`src/hw/rtl/ipmc_pkg.sv`:
```
package ipmc_pkg;

    localparam int TimeoutW = 16;
    localparam int CfgIndexW = 2;

    typedef enum logic [1:0] {
        MODE_NORMAL = 2'd0,
        MODE_DIM    = 2'd1,
        MODE_BLANK  = 2'd2,
        MODE_SLEEP  = 2'd3
    } mode_t;

    // Item kind carried on the input tuser.
    localparam logic KIND_STATUS = 1'b0;
    localparam logic KIND_TICK   = 1'b1;

    // Configuration register indexes.
    localparam logic [CfgIndexW-1:0] CFG_BLANK_TIMEOUT = 2'd0;
    localparam logic [CfgIndexW-1:0] CFG_SLEEP_TIMEOUT = 2'd1;

    typedef enum logic [1:0] {
        TMR_HOLD = 2'd0,
        TMR_STOP = 2'd1,
        TMR_ARM  = 2'd2,
        TMR_TICK = 2'd3
    } tmr_cmd_t;

    typedef struct packed {
        logic active;
        logic expire;
    } tmr_stat_t;

endpackage

```
`src/hw/rtl/idle_power_mode_controller.sv`:
```
// Path: an accepted transaction goes to the input register, then to the result
// register that drives m_tvalid; a result not yet taken by m_tready holds it back.
// Throughput: one transaction per cycle; the input register and the result
// register are both refilled in the same cycle, limited only by m_tready.
// Reset (aresetn low, synchronous): mode normal, both countdowns stopped and
// cleared, both timeouts zero, input and result registers empty.
module idle_power_mode_controller (
    input  logic                                aclk,
    input  logic                                aresetn,

    input  logic                                s_tvalid,
    output logic                                s_tready,
    input  logic [7:0]                          s_tdata,  // is_idle, idle_inhibited,
                                                          // suspend_inhibited, zero pad
    input  logic                                s_tuser,  // kind

    output logic                                m_tvalid,
    input  logic                                m_tready,
    output logic [7:0]                          m_tdata,  // mode[1:0], mode_changed,
                                                          // zero pad

    input  logic                                cfg_valid,
    output logic                                cfg_ready,
    input  logic [ipmc_pkg::CfgIndexW-1:0]      cfg_index,
    input  logic [ipmc_pkg::TimeoutW-1:0]       cfg_data
);

    // Configuration registers. Writes are always accepted; an index beyond
    // the two registers is dropped.
    logic [ipmc_pkg::TimeoutW-1:0] blank_timeout_reg;
    logic [ipmc_pkg::TimeoutW-1:0] sleep_timeout_reg;

    assign cfg_ready = 1'b1;

    always_ff @(posedge aclk) begin
        if (!aresetn) begin
            blank_timeout_reg <= '0;
            sleep_timeout_reg <= '0;
        end else if (cfg_valid && cfg_ready) begin
            unique case (cfg_index)
                ipmc_pkg::CFG_BLANK_TIMEOUT: blank_timeout_reg <= cfg_data;
                ipmc_pkg::CFG_SLEEP_TIMEOUT: sleep_timeout_reg <= cfg_data;
                default: begin
                end
            endcase
        end
    end

    // Input register. It holds one accepted transaction until the result
    // register can take its outcome; state is updated at that same edge, so
    // items are applied strictly in arrival order.
    logic       in_valid_reg;
    logic       kind_reg;
    logic       idle_reg;
    logic       idle_inh_reg;
    logic       susp_inh_reg;
    logic       advance;

    assign advance  = in_valid_reg && (!m_tvalid || m_tready);
    assign s_tready = !in_valid_reg || advance;

    always_ff @(posedge aclk) begin
        if (!aresetn) begin
            in_valid_reg <= 1'b0;
        end else if (s_tready) begin
            in_valid_reg <= s_tvalid;
        end
    end

    always_ff @(posedge aclk) begin
        if (s_tvalid && s_tready) begin
            kind_reg     <= s_tuser;
            idle_reg     <= s_tdata[0];
            idle_inh_reg <= s_tdata[1];
            susp_inh_reg <= s_tdata[2];
        end
    end

    // Countdown commands. A status update that is not idle, or is inhibited,
    // stops both countdowns; an idle one arms blank and either arms or stops
    // sleep depending on the suspend inhibit. A tick advances both.
    ipmc_pkg::tmr_cmd_t  blank_cmd;
    ipmc_pkg::tmr_cmd_t  sleep_cmd;
    ipmc_pkg::tmr_stat_t blank_stat;
    ipmc_pkg::tmr_stat_t sleep_stat;

    always_comb begin
        blank_cmd = ipmc_pkg::TMR_HOLD;
        sleep_cmd = ipmc_pkg::TMR_HOLD;
        if (advance) begin
            if (kind_reg == ipmc_pkg::KIND_TICK) begin
                blank_cmd = ipmc_pkg::TMR_TICK;
                sleep_cmd = ipmc_pkg::TMR_TICK;
            end else if (!idle_reg || idle_inh_reg) begin
                blank_cmd = ipmc_pkg::TMR_STOP;
                sleep_cmd = ipmc_pkg::TMR_STOP;
            end else begin
                blank_cmd = ipmc_pkg::TMR_ARM;
                sleep_cmd = susp_inh_reg ? ipmc_pkg::TMR_STOP : ipmc_pkg::TMR_ARM;
            end
        end
    end

    ipmc_timer u_blank_timer (
        .aclk    (aclk),
        .aresetn (aresetn),
        .cmd     (blank_cmd),
        .timeout (blank_timeout_reg),
        .stat    (blank_stat)
    );

    ipmc_timer u_sleep_timer (
        .aclk    (aclk),
        .aresetn (aresetn),
        .cmd     (sleep_cmd),
        .timeout (sleep_timeout_reg),
        .stat    (sleep_stat)
    );

    ipmc_pkg::mode_t mode_cur;
    ipmc_pkg::mode_t mode_next;
    logic            mode_changed;

    ipmc_mode u_mode (
        .aclk           (aclk),
        .aresetn        (aresetn),
        .advance        (advance),
        .kind           (kind_reg),
        .is_idle        (idle_reg),
        .idle_inhibited (idle_inh_reg),
        .blank_stat     (blank_stat),
        .sleep_stat     (sleep_stat),
        .mode           (mode_cur),
        .mode_next      (mode_next),
        .mode_changed   (mode_changed)
    );

    // Result register. It is loaded whenever a transaction leaves the input
    // register, and emptied when the downstream side takes it.
    logic            out_valid_reg;
    ipmc_pkg::mode_t out_mode_reg;
    logic            out_changed_reg;

    always_ff @(posedge aclk) begin
        if (!aresetn) begin
            out_valid_reg <= 1'b0;
        end else if (advance) begin
            out_valid_reg <= 1'b1;
        end else if (m_tready) begin
            out_valid_reg <= 1'b0;
        end
    end

    always_ff @(posedge aclk) begin
        if (advance) begin
            out_mode_reg    <= mode_next;
            out_changed_reg <= mode_changed;
        end
    end

    assign m_tvalid = out_valid_reg;
    assign m_tdata  = {5'b0, out_changed_reg, out_mode_reg};

    // A transaction that leaves the input register always shows up as a result.
    a_advance_fills_output: assert property (@(posedge aclk) disable iff (!aresetn)
        advance |=> m_tvalid)
        else $error("result register not loaded after advance");

    // Leaving idle returns to normal and stops both countdowns.
    a_wake_resets_state: assert property (@(posedge aclk) disable iff (!aresetn)
        (advance && kind_reg == ipmc_pkg::KIND_STATUS && (!idle_reg || idle_inh_reg))
        |=> (mode_cur == ipmc_pkg::MODE_NORMAL && !blank_stat.active
             && !sleep_stat.active))
        else $error("wake-up did not clear mode and countdowns");

    // A sleep expiry always lands in sleep mode.
    a_sleep_expiry: assert property (@(posedge aclk) disable iff (!aresetn)
        sleep_stat.expire |=> mode_cur == ipmc_pkg::MODE_SLEEP)
        else $error("sleep expiry did not enter sleep mode");

    // The stored mode only moves when a transaction is processed.
    a_mode_stable_when_idle: assert property (@(posedge aclk) disable iff (!aresetn)
        !advance |=> $stable(mode_cur))
        else $error("mode changed without a transaction");

endmodule

```
`src/hw/rtl/ipmc_timer.sv`:
```
module ipmc_timer (
    input  logic                              aclk,
    input  logic                              aresetn,
    input  ipmc_pkg::tmr_cmd_t                cmd,
    input  logic [ipmc_pkg::TimeoutW-1:0]     timeout,
    output ipmc_pkg::tmr_stat_t               stat
);

    logic [ipmc_pkg::TimeoutW-1:0] remaining_reg;
    logic [ipmc_pkg::TimeoutW-1:0] remaining_next;
    logic                          active_reg;
    logic                          active_next;
    logic [ipmc_pkg::TimeoutW-1:0] rem_dec;
    logic                          expire;

    // A running count found at zero does not wrap; it expires on the next tick.
    assign rem_dec = (remaining_reg != '0) ? remaining_reg - 1'b1 : '0;

    always_comb begin
        remaining_next = remaining_reg;
        active_next    = active_reg;
        expire         = 1'b0;
        unique case (cmd)
            ipmc_pkg::TMR_STOP: begin
                remaining_next = '0;
                active_next    = 1'b0;
            end
            ipmc_pkg::TMR_ARM: begin
                if (!active_reg && (timeout != '0)) begin
                    remaining_next = timeout;
                    active_next    = 1'b1;
                end
            end
            ipmc_pkg::TMR_TICK: begin
                if (active_reg) begin
                    remaining_next = rem_dec;
                    if (rem_dec == '0) begin
                        active_next = 1'b0;
                        expire      = 1'b1;
                    end
                end
            end
            default: begin
            end
        endcase
    end

    assign stat = '{active: active_reg, expire: expire};

    always_ff @(posedge aclk) begin
        if (!aresetn) begin
            remaining_reg <= '0;
            active_reg    <= 1'b0;
        end else begin
            remaining_reg <= remaining_next;
            active_reg    <= active_next;
        end
    end

endmodule

```
`src/hw/rtl/ipmc_mode.sv`:
```
module ipmc_mode (
    input  logic                aclk,
    input  logic                aresetn,
    input  logic                advance,
    input  logic                kind,
    input  logic                is_idle,
    input  logic                idle_inhibited,
    input  ipmc_pkg::tmr_stat_t blank_stat,
    input  ipmc_pkg::tmr_stat_t sleep_stat,
    output ipmc_pkg::mode_t     mode,
    output ipmc_pkg::mode_t     mode_next,
    output logic                mode_changed
);

    ipmc_pkg::mode_t mode_reg;
    ipmc_pkg::mode_t step_mode;

    always_comb begin
        step_mode = mode_reg;
        if (kind == ipmc_pkg::KIND_STATUS) begin
            if (!is_idle || idle_inhibited) begin
                step_mode = ipmc_pkg::MODE_NORMAL;
            end else if (mode_reg == ipmc_pkg::MODE_NORMAL) begin
                step_mode = ipmc_pkg::MODE_DIM;
            end
        end else begin
            // Blank is checked before sleep, so sleep wins when both expire together.
            if (blank_stat.expire && (mode_reg == ipmc_pkg::MODE_NORMAL ||
                                      mode_reg == ipmc_pkg::MODE_DIM)) begin
                step_mode = ipmc_pkg::MODE_BLANK;
            end
            if (sleep_stat.expire) begin
                step_mode = ipmc_pkg::MODE_SLEEP;
            end
        end
    end

    assign mode_next    = advance ? step_mode : mode_reg;
    assign mode_changed = (step_mode != mode_reg);
    assign mode         = mode_reg;

    always_ff @(posedge aclk) begin
        if (!aresetn) begin
            mode_reg <= ipmc_pkg::MODE_NORMAL;
        end else begin
            mode_reg <= mode_next;
        end
    end

endmodule
```
`config.mk`:
```
export PLATFORM = sky130hd
export DESIGN_NAME = idle_power_mode_controller
export DESIGN_NICKNAME = d
export VERILOG_FILES = /design/src/hw/rtl/ipmc_pkg.sv /design/src/hw/rtl/idle_power_mode_controller.sv /design/src/hw/rtl/ipmc_timer.sv /design/src/hw/rtl/ipmc_mode.sv
export SDC_FILE = /design/constraint.sdc
export NUM_CORES = 1
export LEC_CHECK = 0
export BUFFER_PORTS_ARGS = -buffer_cell sky130_fd_sc_hd__buf_2
export CAP_MARGIN = 40
export CELL_PAD_IN_SITES_DETAIL_PLACEMENT = 0
export CELL_PAD_IN_SITES_GLOBAL_PLACEMENT = 1
export CORE_MARGIN = 10
export CORE_UTILIZATION = 35
export DETAILED_ROUTE_END_ITERATION = 16
export PLACE_DENSITY_LB_ADDON = 0.25
export SLEW_MARGIN = 20
export SYNTH_ARGS = -nofsm -noshare
export SYNTH_HDL_FRONTEND = slang
export SYNTH_SLANG_ARGS = --single-unit
export TNS_END_PERCENT = 20
```
`constraint.sdc`:
```
create_clock -name aclk -period 2.9 [get_ports aclk]
set_input_delay 0.87 -clock aclk [delete_from_list [all_inputs] [get_ports aclk]]
set_output_delay 0.87 -clock aclk [all_outputs]
set_load 0.1 [all_outputs]
```
* After elaboration in Yosys (flattened, before gate mapping)
Cells that the tools add are included.
Word-level totals: memories kept 0, bits of input ports 32, bits in writable memories 0, register bits after elaboration 77, word-level logic and storage cells 98, output and inout bits 11, bits in read-only memories 0, latch bits 0
Cells by class: shift operators 0, multiply operators 0, bitwise gates (word level) 0, $add $sub $neg 2, div/mod/pow operators 0, magnitude comparators 0, mux-type cells 37, equal/unequal tests 13, reductions and logical operators 31
Operators with widths (number):
- 16-bit 2-to-1 mux | 6
- 16-bit case mux with 3 select lines | 2
- 16-bit nonzero test | 4
- 16-bit zero test | 2
- 16-bit by 1-bit subtractor with 16-bit output, second input constant | 2
- 2-bit 2-to-1 mux | 13
- 1-bit 2-to-1 mux | 14
- 2-bit by 1-bit equality test with 1-bit output, second input constant | 4
- 2-bit equality test, second input constant | 4
- 2-bit by 1-bit inequality test with 1-bit output, second input constant | 4
- 2-bit AND reduction | 4
- 1-bit case mux with 3 select lines | 2
- 3-bit AND reduction | 2
- 3-bit nonzero test | 2
- 1-bit logical AND | 5
- 1-bit zero test | 5
- 2-bit zero test | 2
- 1-bit logical OR | 4
- 2-bit inequality test | 1
- 2-bit nonzero test | 1

* Logic depth before layout (Yosys ltp)
Gate-level depths: netlist of the first run.
word-level depth 12, gate-level depth with buffers 10

* Cells and area by module
A second synthesis of the first run with hierarchy kept.
Second synthesis, totals: cells, all modules 526, area total of the unflattened synthesis 4410.5 um2
Modules (own cells, without submodules):
- ipmc_timer | cells an instance 172, times used 2, area an instance 1282.5 um2
- idle_power_mode_controller | cells an instance 159, times used 1, area an instance 1662.8 um2
- ipmc_mode | cells an instance 23, times used 1, area an instance 182.7 um2

* Least setup slack after synthesis of the first run
No wires, ideal clock.
path kind flip-flop to output port, start reg out_valid_reg, in the netlist m_tvalid, end out s_tready, setup slack 0.233 ns, data arrival time 1.797 ns, cell stages (with the launch flop) 3, data required time 2.030 ns, cells stage by stage dfxtp_1 nor2b_1 nand2_1
On the way: cells in the longest elaborated chain, start to end 4
Ends and longest elaborated chain:
- from (decl) | RTL line idle_power_mode_controller.sv:140 | logic out_valid_reg;
- from (signal assigned) | RTL line idle_power_mode_controller.sv:146 | out_valid_reg <= 1'b0;
- from (signal assigned) | RTL line idle_power_mode_controller.sv:148 | out_valid_reg <= 1'b1;
- from (signal assigned) | RTL line idle_power_mode_controller.sv:150 | out_valid_reg <= 1'b0;
- 1-bit zero test | RTL line idle_power_mode_controller.sv:59 | assign advance = in_valid_reg && (!m_tvalid || m_tready);
- 1-bit logical OR | RTL line idle_power_mode_controller.sv:59
- 1-bit logical AND | RTL line idle_power_mode_controller.sv:59
- 1-bit logical OR | RTL line idle_power_mode_controller.sv:60 | assign s_tready = !in_valid_reg || advance;
- to (decl) | RTL line idle_power_mode_controller.sv:12 | output logic s_tready,
Every way passes these cells.

* Worst setup path after layout of the first run
start reg u_sleep_timer.remaining_reg[2] (netlist name), end reg out_changed_reg, data pin
On the way: cells in the longest elaborated chain, start to end 9, elaborated cells on any way between the ends 10, those cells by class 1 x add/sub; 1 x eq/ne; 6 x mux; 2 x reduce/logical
Ends and longest elaborated chain:
- from (decl) | RTL line ipmc_timer.sv:9 | logic [ipmc_pkg::TimeoutW-1:0] remaining_reg;
- from (signal assigned) | RTL line ipmc_timer.sv:55 | remaining_reg <= remaining_next;
- 16-bit by 1-bit subtractor with 16-bit output or 16-bit nonzero test (tied branches) | RTL line ipmc_timer.sv:17 | assign rem_dec = (remaining_reg != '0) ? remaining_reg - 1'b1 : '0;
- 16-bit 2-to-1 mux (*) | RTL line ipmc_timer.sv:17
- 16-bit zero test (*) | RTL line ipmc_timer.sv:37 | if (rem_dec == '0) begin
- 1-bit 2-to-1 mux (*) | RTL line ipmc_timer.sv:37
- 1-bit 2-to-1 mux (*) | RTL line ipmc_timer.sv:35 | if (active_reg) begin
- 1-bit 2-to-1 mux (*) | RTL line ipmc_timer.sv:23 | unique case (cmd)
- 2-bit 2-to-1 mux (*) | RTL line ipmc_mode.sv:32 | if (sleep_stat.expire) begin
- 2-bit 2-to-1 mux (*) | RTL line ipmc_mode.sv:20 | if (kind == ipmc_pkg::KIND_STATUS) begin
- 2-bit inequality test (*) | RTL line ipmc_mode.sv:39 | assign mode_changed = (step_mode != mode_reg);
- via mode_changed | RTL line idle_power_mode_controller.sv:122 | logic mode_changed;
- to (signal assigned) | RTL line idle_power_mode_controller.sv:157 | out_changed_reg <= mode_changed;
- to (decl) | RTL line idle_power_mode_controller.sv:142 | logic out_changed_reg;
The timed path passes the listed nets; every way through them passes the cells marked *. A chain may end at the register's enable or synchronous reset.

==> flow_metrics.env, run 1 <==
export IMPL_routed_via_density=5.714
export IMPL_synth_cell_types=68
export IMPL_timing_rr_start="u_sleep_timer.remaining_reg[2]"
export IMPL_period_minus_slack_ps=2748
export IMPL_synth_xor_area_share=0.03540
export IMPL_max_freq_mhz=363.9
export IMPL_crit_required_ps=3090
export IMPL_synth_area_um2=4207
export IMPL_wl_per_cell_um=17.54
export IMPL_ff_latch_area_um2=1612
export IMPL_synth_ff_type="dfxtp_1"
export IMPL_synth_seq_area_share=0.3831
export IMPL_place_area_um2=4504
export IMPL_arrival_ps=2940
export IMPL_syn_inst=526
export IMPL_synth_top_family_by_area="simple AND/OR/NAND/NOR gates"
export IMPL_r2r_setup_slack_ps=150
export IMPL_worstSetupStartpoint="u_sleep_timer.remaining_reg[2]"
export IMPL_dieArea_um2=16800
export IMPL_yosysWarningCount=0
export IMPL_setup_viol=0
export IMPL_clock_latency_ps=340
export IMPL_status="finished, final reports clean"
export IMPL_hold_viol=0
export IMPL_wl_um=12260
export IMPL_io_buffers=31
export IMPL_cts_max_level=3
export IMPL_tightest_slew_ps=855.2
export IMPL_grt_max_degree=47
export IMPL_layout_drive_gt1_share=0.1403
export IMPL_mostFrequentLayoutCells="nand2_1, dfxtp_1, a21oi_1, nor2_1, buf_2"
export IMPL_diodes=0
export IMPL_cts_made_buffers=9
export IMPL_std_cell_rows=39
export IMPL_period_share=0.9476
export IMPL_min_delay_path_depth=2
export IMPL_cts_tree="built"
export IMPL_synthToLayoutAreaGrowth_pct=13.80
export IMPL_dp_cells=684
export IMPL_clk_pin_slew_ps=50
export IMPL_antenna_left=0
export IMPL_track_usage=0.1487
export IMPL_r2r_cells=6
export IMPL_cts_sinks=77
export IMPL_slew_headroom=0.4255
export IMPL_globalplace_congestion=0.8790
export IMPL_ir_drop_mv=0.3324
export IMPL_powerDensity_nw_per_um2=534.2
export IMPL_reg2reg_to="out_changed_reg"
export IMPL_maxCapViolCount=0
export IMPL_p_seq_frac=0.443
export IMPL_ctsHoldBuffers=0
export IMPL_fin_cells=699
export IMPL_swShare=0.2767
export IMPL_drc=0
export IMPL_syn_avg_cell_area_um2=7.997
export IMPL_drtIter0Drc=309
export IMPL_synth_edf_count=7
export IMPL_clkPwrFrac=0.413
export IMPL_holdCritStartpoint="sleep_timeout_reg[0]"
export IMPL_die_y_um=129.6
export IMPL_synth_compound_area_frac=0.2076
export IMPL_yosys_area_share_simple=0.2936
export IMPL_critical_path_max_fanout=9
export IMPL_synthAdderAreaFrac=0.005949
export IMPL_fin_skew_ps=5.534
export IMPL_vias=3994
export IMPL_synth_seq_cells=77
export IMPL_max_clock_path_buffers=2
export IMPL_power_leakage_nw=1.795
export IMPL_critPathCaptureType="register"
export IMPL_first_pass_iters=4
export IMPL_root_buffer="clkbuf_16"
export IMPL_fin_setup_tns_ps=0
export IMPL_dieWidth_um=129.6
export IMPL_dp_hpwl_um=8810
export IMPL_combinationalPowerShare=0.144
export IMPL_grt_overflow=0
export IMPL_final_common_cell="nand2_1"
export IMPL_start_util=0.3622
export IMPL_antenna_found_initial=0
export IMPL_p_switching_mw=0.7075
export IMPL_rsz0062_at_grt="false"
export IMPL_final_area_um2=4787
export IMPL_core_region_area_um2=11610
export IMPL_grt_pass1_wl_um=19820
export IMPL_worstSetupPathType="reg -> reg"
export IMPL_io_pins=43
export IMPL_multi_input_area_um2=2376
export IMPL_p_int_mw=1.850
export IMPL_start_kind="register"
export IMPL_async_flop_share=0
export IMPL_fin_nets=586
export IMPL_final_max_slew_viol_count=0
export IMPL_grt_pass1_vias=3860
export IMPL_crit_end="out_changed_reg"
export IMPL_hold_path_class="reg -> reg"
export IMPL_fillers=1223
export IMPL_synthMuxAreaShare=0.01547
## kinds of logic after synthesis
group                      Yosys count
AOI/OAI and AO/OA                  132
xor gates and xnor gates            17
adders and majority gates            2
buffers and inverters               50
DFF                                 77
muxes                                6
other                                2
and+or+nand+nor                    240
## worst min-delay path by stage
| stage | slack [ps] | to |
|---|---|---|
| after floorplan | 440 | blank_timeout_reg[8] |
| after global placement | 470 | u_sleep_timer.remaining_reg[9] |
| after detailed placement | 480 | sleep_timeout_reg[4] |
| after CTS | 490 | sleep_timeout_reg[4] |
| after global routing | 500 | blank_timeout_reg[0] |
| final | 480 | sleep_timeout_reg[0] |
## what timing repair did
action / in CTS / in global routing
buffers inserted: 0 / 0
setup endpoints to repair: 0 / 1
resized for setup: 0 / 1
## layout make-up
cell class / count / area share
inverter: 13 / 0.01019
tap: 143 / 0.03738
sequential: 77 / 0.3366
multi-input combinational: 403 / 0.4963
clock inverter: 3 / 0.004182
timing repair buffer: 48 / 0.06168
clock buffer: 12 / 0.05358
## per-stage QoR
stage	setup WS (ps)	power, mW	utilization	hold slack (ps)
3_3_place_gp	132.0	1.517	0.3878	468.5
5_1_grt	71.47	2.677	0.4122	502.3
2_1_floorplan	232.6	1.419	-	444.7
6_report	151.9	2.557	0.4122	484.9
4_1_cts	132.8	2.593	0.4117	487.0
3_5_place_dp	124.0	1.521	0.3878	478.9
## Yosys cell counts, types with 3 or more instances
cell type | n | share of area
nand2_1 | 102 | 0.091
dfxtp_1 | 70 | 0.33
a21oi_1 | 55 | 0.065
nor2_1 | 39 | 0.035
clkbuf_1 | 20 | 0.018
o2bb2ai_1 | 16 | 0.033
a22oi_1 | 14 | 0.025
nor3_1 | 13 | 0.015
nor4_1 | 13 | 0.019
inv_1 | 12 | 0.011
nand4_1 | 11 | 0.016
nand3_1 | 10 | 0.012
and2_1 | 9 | 0.013
o21ai_0 | 9 | 0.011
xor2_1 | 9 | 0.019
buf_4 | 8 | 0.014
xnor2_1 | 8 | 0.017
edfxtp_1 | 7 | 0.050
a211oi_1 | 6 | 0.011
a22o_1 | 6 | 0.012
buf_2 | 6 | 0.0071
a31oi_1 | 5 | 0.0074
or3_1 | 5 | 0.0074
mux2i_1 | 4 | 0.0095
or4_1 | 4 | 0.0071
nor2b_1 | 3 | 0.0045
nor4_2 | 3 | 0.0089
nor4b_1 | 3 | 0.0062
o31ai_1 | 3 | 0.0054
## layer usage
metal	vias up	GRT usage	part of all wire
met5	-	0	0
met4	0	0.05225	0.019
met3	18	0.04935	0.065
met2	121	0.2193	0.42
met1	1907	0.1984	0.49
li1	1948	-	-
## power by group through the flow
stage,combinational [mW],sequential [mW],clock (mW)
3_3_place_gp,0.363,1.15,0
6_report,0.369,1.13,1.06
3_5_place_dp,0.366,1.15,0
5_1_grt,0.402,1.14,1.14
4_1_cts,0.368,1.13,1.09
2_1_floorplan,0.259,1.16,0
## critical path: stages, from the launching register on
cell	delay, ps
dfxtp_1	420
or4_1	640
nor3_1	390
mux2i_1	350
o211ai_1	170
or4b_1	500
nand4b_1	140
(Power assumes the default switching activity.)
==> run 2: changes to the inputs <==
--- a/config.mk
+++ b/config.mk
@@ -7,7 +7,7 @@
 export LEC_CHECK = 0
 export BUFFER_PORTS_ARGS = -buffer_cell sky130_fd_sc_hd__buf_2
 export CAP_MARGIN = 40
-export CELL_PAD_IN_SITES_DETAIL_PLACEMENT = 0
+export CELL_PAD_IN_SITES_DETAIL_PLACEMENT = 1
 export CELL_PAD_IN_SITES_GLOBAL_PLACEMENT = 1
 export CORE_MARGIN = 10
 export CORE_UTILIZATION = 35
==> flow_metrics.env, run 2 (synthesized netlist as in run 1, its figures left out) <==
export IMPL_fin_cells=701
export IMPL_clkPwrFrac=0.435
export IMPL_track_usage=0.1563
export IMPL_diodes=0
export IMPL_dieWidth_um=129.6
export IMPL_tightest_slew_ps=731.9
export IMPL_grt_pass1_vias=4054
export IMPL_cts_tree="built"
export IMPL_cts_sinks=77
export IMPL_vias=3993
export IMPL_max_clock_path_buffers=2
export IMPL_clock_latency_ps=340
export IMPL_swShare=0.2715
export IMPL_io_buffers=31
export IMPL_std_cell_rows=39
export IMPL_fin_skew_ps=6.950
export IMPL_fillers=1438
export IMPL_final_util=0.4152
export IMPL_period_minus_slack_ps=2694
export IMPL_ir_drop_mv=0.1949
export IMPL_routed_via_density=5.696
export IMPL_powerDensity_nw_per_um2=552.0
export IMPL_maxCapViolCount=0
export IMPL_dieArea_um2=16800
export IMPL_fin_setup_tns_ps=0
export IMPL_arrival_ps=2900
export IMPL_hold_path_class="reg -> reg"
export IMPL_cts_made_buffers=9
export IMPL_cts_max_level=3
export IMPL_grt_pass1_wl_um=21050
export IMPL_io_pins=43
export IMPL_status="finished, final reports clean"
export IMPL_wl_um=12830
export IMPL_grt_max_degree=47
export IMPL_wl_per_cell_um=18.30
export IMPL_root_buffer="clkbuf_16"
export IMPL_hold_viol=0
export IMPL_antenna_left=0
export IMPL_crit_required_ps=3110
export IMPL_start_util=0.3622
export IMPL_dp_hpwl_um=9489
export IMPL_critPathCaptureType="register"
export IMPL_final_max_slew_viol_count=0
export IMPL_clk_pin_slew_ps=60
export IMPL_max_freq_mhz=371.2
export IMPL_final_common_cell="nand2_1"
export IMPL_p_seq_frac=0.425
export IMPL_grt_overflow=0
export IMPL_drtIter0Drc=236
export IMPL_synthToLayoutAreaGrowth_pct=14.63
export IMPL_p_int_mw=1.939
export IMPL_combinationalPowerShare=0.140
export IMPL_p_switching_mw=0.7226
export IMPL_worstSetupPathType="reg -> reg"
export IMPL_power_leakage_nw=1.809
export IMPL_period_share=0.9289
export IMPL_multi_input_area_um2=2376
export IMPL_start_kind="register"
export IMPL_ff_latch_area_um2=1612
export IMPL_drc=0
export IMPL_first_pass_iters=4
export IMPL_postCtsSetupBuffers=0
export IMPL_mostFrequentLayoutCells="nand2_1, dfxtp_1, a21oi_1, nor2_1, buf_2"
export IMPL_layout_drive_gt1_share=0.1434
export IMPL_critical_path_max_fanout=7
export IMPL_gr_max_usage_layer="met2"
export IMPL_globalRouteMet1Util=0.2064
export IMPL_setup_viol=0
export IMPL_slew_headroom=0.5083
export IMPL_rsz0062_at_grt="false"
export IMPL_dp_cells=684
export IMPL_globalplace_congestion=0.8790
export IMPL_fin_nets=587
export IMPL_die_y_um=129.6
export IMPL_grtUsageMet3=0.03426
export IMPL_core_region_area_um2=11610
export IMPL_antenna_found_initial=0
export IMPL_use_met2=0.2439
## run 2: stage by stage
stage | hold slack [ps] | worst slack [ps] | instance area (um2) | power [mW]
after floorplan | 444.7 | 232.6 | 4222 | 1.419
after global placement | 468.5 | 132.0 | 4504 | 1.517
after detailed placement | 477.1 | 109.3 | 4504 | 1.525
after CTS | 486.2 | 98.61 | 4808 | 2.696
after global routing | 507.3 | 52.16 | 4822 | 2.775
final | 482.2 | 206.3 | 4822 | 2.662
## run 2: layout make-up
class                      instances  share of cell area
multi-input combinational        403              0.4927
inverter                          13             0.01012
clock buffer                      12             0.05319
tap                              143             0.03710
sequential                        77              0.3342
clock inverter                     4            0.009860
timing repair buffer              49             0.06279
## run 2: path summary, 6_finish.rpt
| kind | startpoint | slack (ps) | to | depth (start not counted) |
|---|---|---|---|---|
| max | u_sleep_timer.remaining_reg[1] | 210 | out_changed_reg | 9 |
| min | sleep_timeout_reg[2] | 480 | sleep_timeout_reg[2] | 2 |
| max reg2reg | u_sleep_timer.remaining_reg[1] | 210 | out_changed_reg | 9 |
| min reg2reg | sleep_timeout_reg[2] | 480 | sleep_timeout_reg[2] | 2 |
## run 2: repair_timing
| action | CTS | global route |
|---|---|---|
| gates resized for setup | 0 | 1 |
| hold endpoints to repair | 0 | 0 |
| endpoints found under the setup margin | 0 | 1 |
| hold buffers | 0 | 0 |
## run 2: critical path, stage by stage (launching register included)
cell and delay, ps:
dfxtp_1 430, inv_1 70, ha_1 300, nand4bb_1 100, or4_1 430, nor4b_2 340
buf_4 170, o211ai_1 100, or4b_1 500, nand4b_1 110
## run 2: power groups by stage
stage | logic, mW | clock network, mW | registers, mW
after floorplan | 0.259 | 0 | 1.16
after global placement | 0.363 | 0 | 1.15
after detailed placement | 0.370 | 0 | 1.16
after CTS | 0.372 | 1.19 | 1.13
after global routing | 0.408 | 1.23 | 1.14
final | 0.372 | 1.16 | 1.13
## run 2: per-layer routing
metal,share of wire,vias up
met5,0,-
met4,0.016,0
met3,0.046,14
met2,0.45,65
met1,0.49,1960
li1,-,1954
==> run 3: changes to the inputs <==
--- a/config.mk
+++ b/config.mk
@@ -13,6 +13,7 @@
 export CORE_UTILIZATION = 35
 export DETAILED_ROUTE_END_ITERATION = 16
 export PLACE_DENSITY_LB_ADDON = 0.25
+export REMOVE_ABC_BUFFERS = 1
 export SLEW_MARGIN = 20
 export SYNTH_ARGS = -nofsm -noshare
 export SYNTH_HDL_FRONTEND = slang
==> flow_metrics.env, run 3 (synthesized netlist as in run 1, its figures left out) <==
export IMPL_ir_drop_mv=0.2797
export IMPL_dieArea_um2=16800
export IMPL_swShare=0.2766
export IMPL_wl_per_cell_um=18.37
export IMPL_drtIter0Drc=341
export IMPL_dp_hpwl_um=9544
export IMPL_antenna_left=0
export IMPL_cts_sinks=77
export IMPL_hold_viol=0
export IMPL_p_seq_frac=0.427
export IMPL_fin_skew_ps=7.846
export IMPL_combinationalPowerShare=0.139
export IMPL_place_area_um2=4502
export IMPL_first_pass_iters=6
export IMPL_cts_tree="built"
export IMPL_io_buffers=31
export IMPL_final_area_um2=4803
export IMPL_mostFrequentLayoutCells="nand2_1, dfxtp_1, a21oi_1, nor2_1, buf_2"
export IMPL_cts_max_level=3
export IMPL_final_max_slew_viol_count=0
export IMPL_postCtsSetupBuffers=0
export IMPL_track_usage=0.1578
export IMPL_std_cell_rows=39
export IMPL_ctsResizeCount=0
export IMPL_powerDensity_nw_per_um2=552.4
export IMPL_routed_via_density=5.671
export IMPL_antenna_found_initial=0
export IMPL_hold_path_class="reg -> reg"
export IMPL_wl_um=12840
export IMPL_setup_viol=0
export IMPL_fin_nets=585
export IMPL_status="finished, final reports clean"
export IMPL_io_pins=43
export IMPL_cts_made_buffers=9
export IMPL_final_common_cell="nand2_1"
export IMPL_start_kind="register"
export IMPL_maxCapViolCount=0
export IMPL_tightest_slew_ps=766.7
export IMPL_die_y_um=129.6
export IMPL_globalplace_congestion=0.8343
export IMPL_diodes=0
export IMPL_root_buffer="clkbuf_16"
export IMPL_start_util=0.3622
export IMPL_period_minus_slack_ps=2781
export IMPL_rsz0062_at_grt="false"
export IMPL_synthToLayoutAreaGrowth_pct=14.19
export IMPL_vias=3964
export IMPL_core_region_area_um2=11610
export IMPL_holdWs_ps=473.7
export IMPL_ctsHoldBuffers=0
export IMPL_period_share=0.9590
export IMPL_clk_pin_slew_ps=60
export IMPL_grt_pass1_wl_um=21450
export IMPL_critPathCaptureType="register"
export IMPL_max_clock_path_buffers=2
export IMPL_max_freq_mhz=359.6
export IMPL_critical_path_max_fanout=7
export IMPL_drc=0
export IMPL_power_leakage_nw=1.803
export IMPL_p_int_mw=1.920
export IMPL_arrival_ps=2980
export IMPL_dieWidth_um=129.6
export IMPL_slew_headroom=0.4841
export IMPL_power_total_mw=2.654
export IMPL_p_switching_mw=0.7340
export IMPL_clock_latency_ps=340
export IMPL_clkPwrFrac=0.433
export IMPL_grt_max_degree=57
export IMPL_worstSetupPathType="reg -> reg"
export IMPL_grt_overflow=0
export IMPL_layout_drive_gt1_share=0.1403
export IMPL_grt_pass1_vias=4154
export IMPL_crit_required_ps=3100
==> run 3: cell count changes in the layout (fill, tap and decap cells not counted) <==
cell	before	now
buf_4	17	15
nor4b_2	1	0
nor3b_1	1	0
inv_4	0	1
clkinv_2	2	1
clkinvlp_4	1	0
clkinv_4	0	2
nor3b_2	1	2
clkbuf_8	2	1
nor4b_1	2	3
==> run 3: final cells by class <==
cell class,instances,area (um2)
sequential,77,1612
timing repair buffer,47,287.8
inverter,13,48.80
clock buffer,11,242.7
clock inverter,5,58.81
tap,143,178.9
fill,1447,6810
multi-input combinational,403,2375
==> run 3: final timing paths <==
kind                                                     start                    end  slack [ps]  cells after the start
worst min register to register           sleep_timeout_reg[11]  sleep_timeout_reg[11]         470                      2
worst min-delay path                     sleep_timeout_reg[11]  sleep_timeout_reg[11]         470                      2
worst max-delay path            u_sleep_timer.remaining_reg[1]        out_changed_reg         120                      9
worst max register to register  u_sleep_timer.remaining_reg[1]        out_changed_reg         120                      9
==> run 3: per-stage QoR <==
stage | utilization | setup slack, ps | TNS [ps] | cells
after floorplan | - | -226.3 | -1913 | 493
after detailed placement | 0.3876 | 189.0 | 0 | 683
final | 0.4136 | 118.8 | 0 | 699
after CTS | 0.4136 | 165.6 | 0 | 699
after global routing | 0.4136 | 2.872 | 0 | 699
after global placement | 0.3876 | 196.4 | 0 | 683
==> run 3: critical path, stage by stage, from the launching register on <==
cell       delay, ps
dfxtp_1          440
inv_1             80
ha_1             310
nand4bb_1        100
or4_1            400
nor4b_1          430
buf_4            190
o211ai_1          80
or4b_1           500
nand4b_1         120
==> run 3: metal layers <==
| layer | wire [um] | GRT usage | vias to the layer above |
|---|---|---|---|
| li1 | - | - | 1951 |
| met2 | 5821 | 0.2451 | 62 |
| met4 | 188 | 0.05556 | 0 |
| met3 | 469 | 0.03059 | 14 |
| met1 | 6361 | 0.2135 | 1937 |
| met5 | 0 | 0 | - |
==> run 3: power groups by stage <==
| stage | logic (mW) | registers [mW] | clock network, mW |
|---|---|---|---|
| 2_1_floorplan | 0.232 | 1.17 | 0 |
| 3_3_place_gp | 0.361 | 1.16 | 0 |
| 3_5_place_dp | 0.369 | 1.16 | 0 |
| 4_1_cts | 0.371 | 1.13 | 1.17 |
| 5_1_grt | 0.408 | 1.14 | 1.21 |
| 6_report | 0.370 | 1.13 | 1.15 |
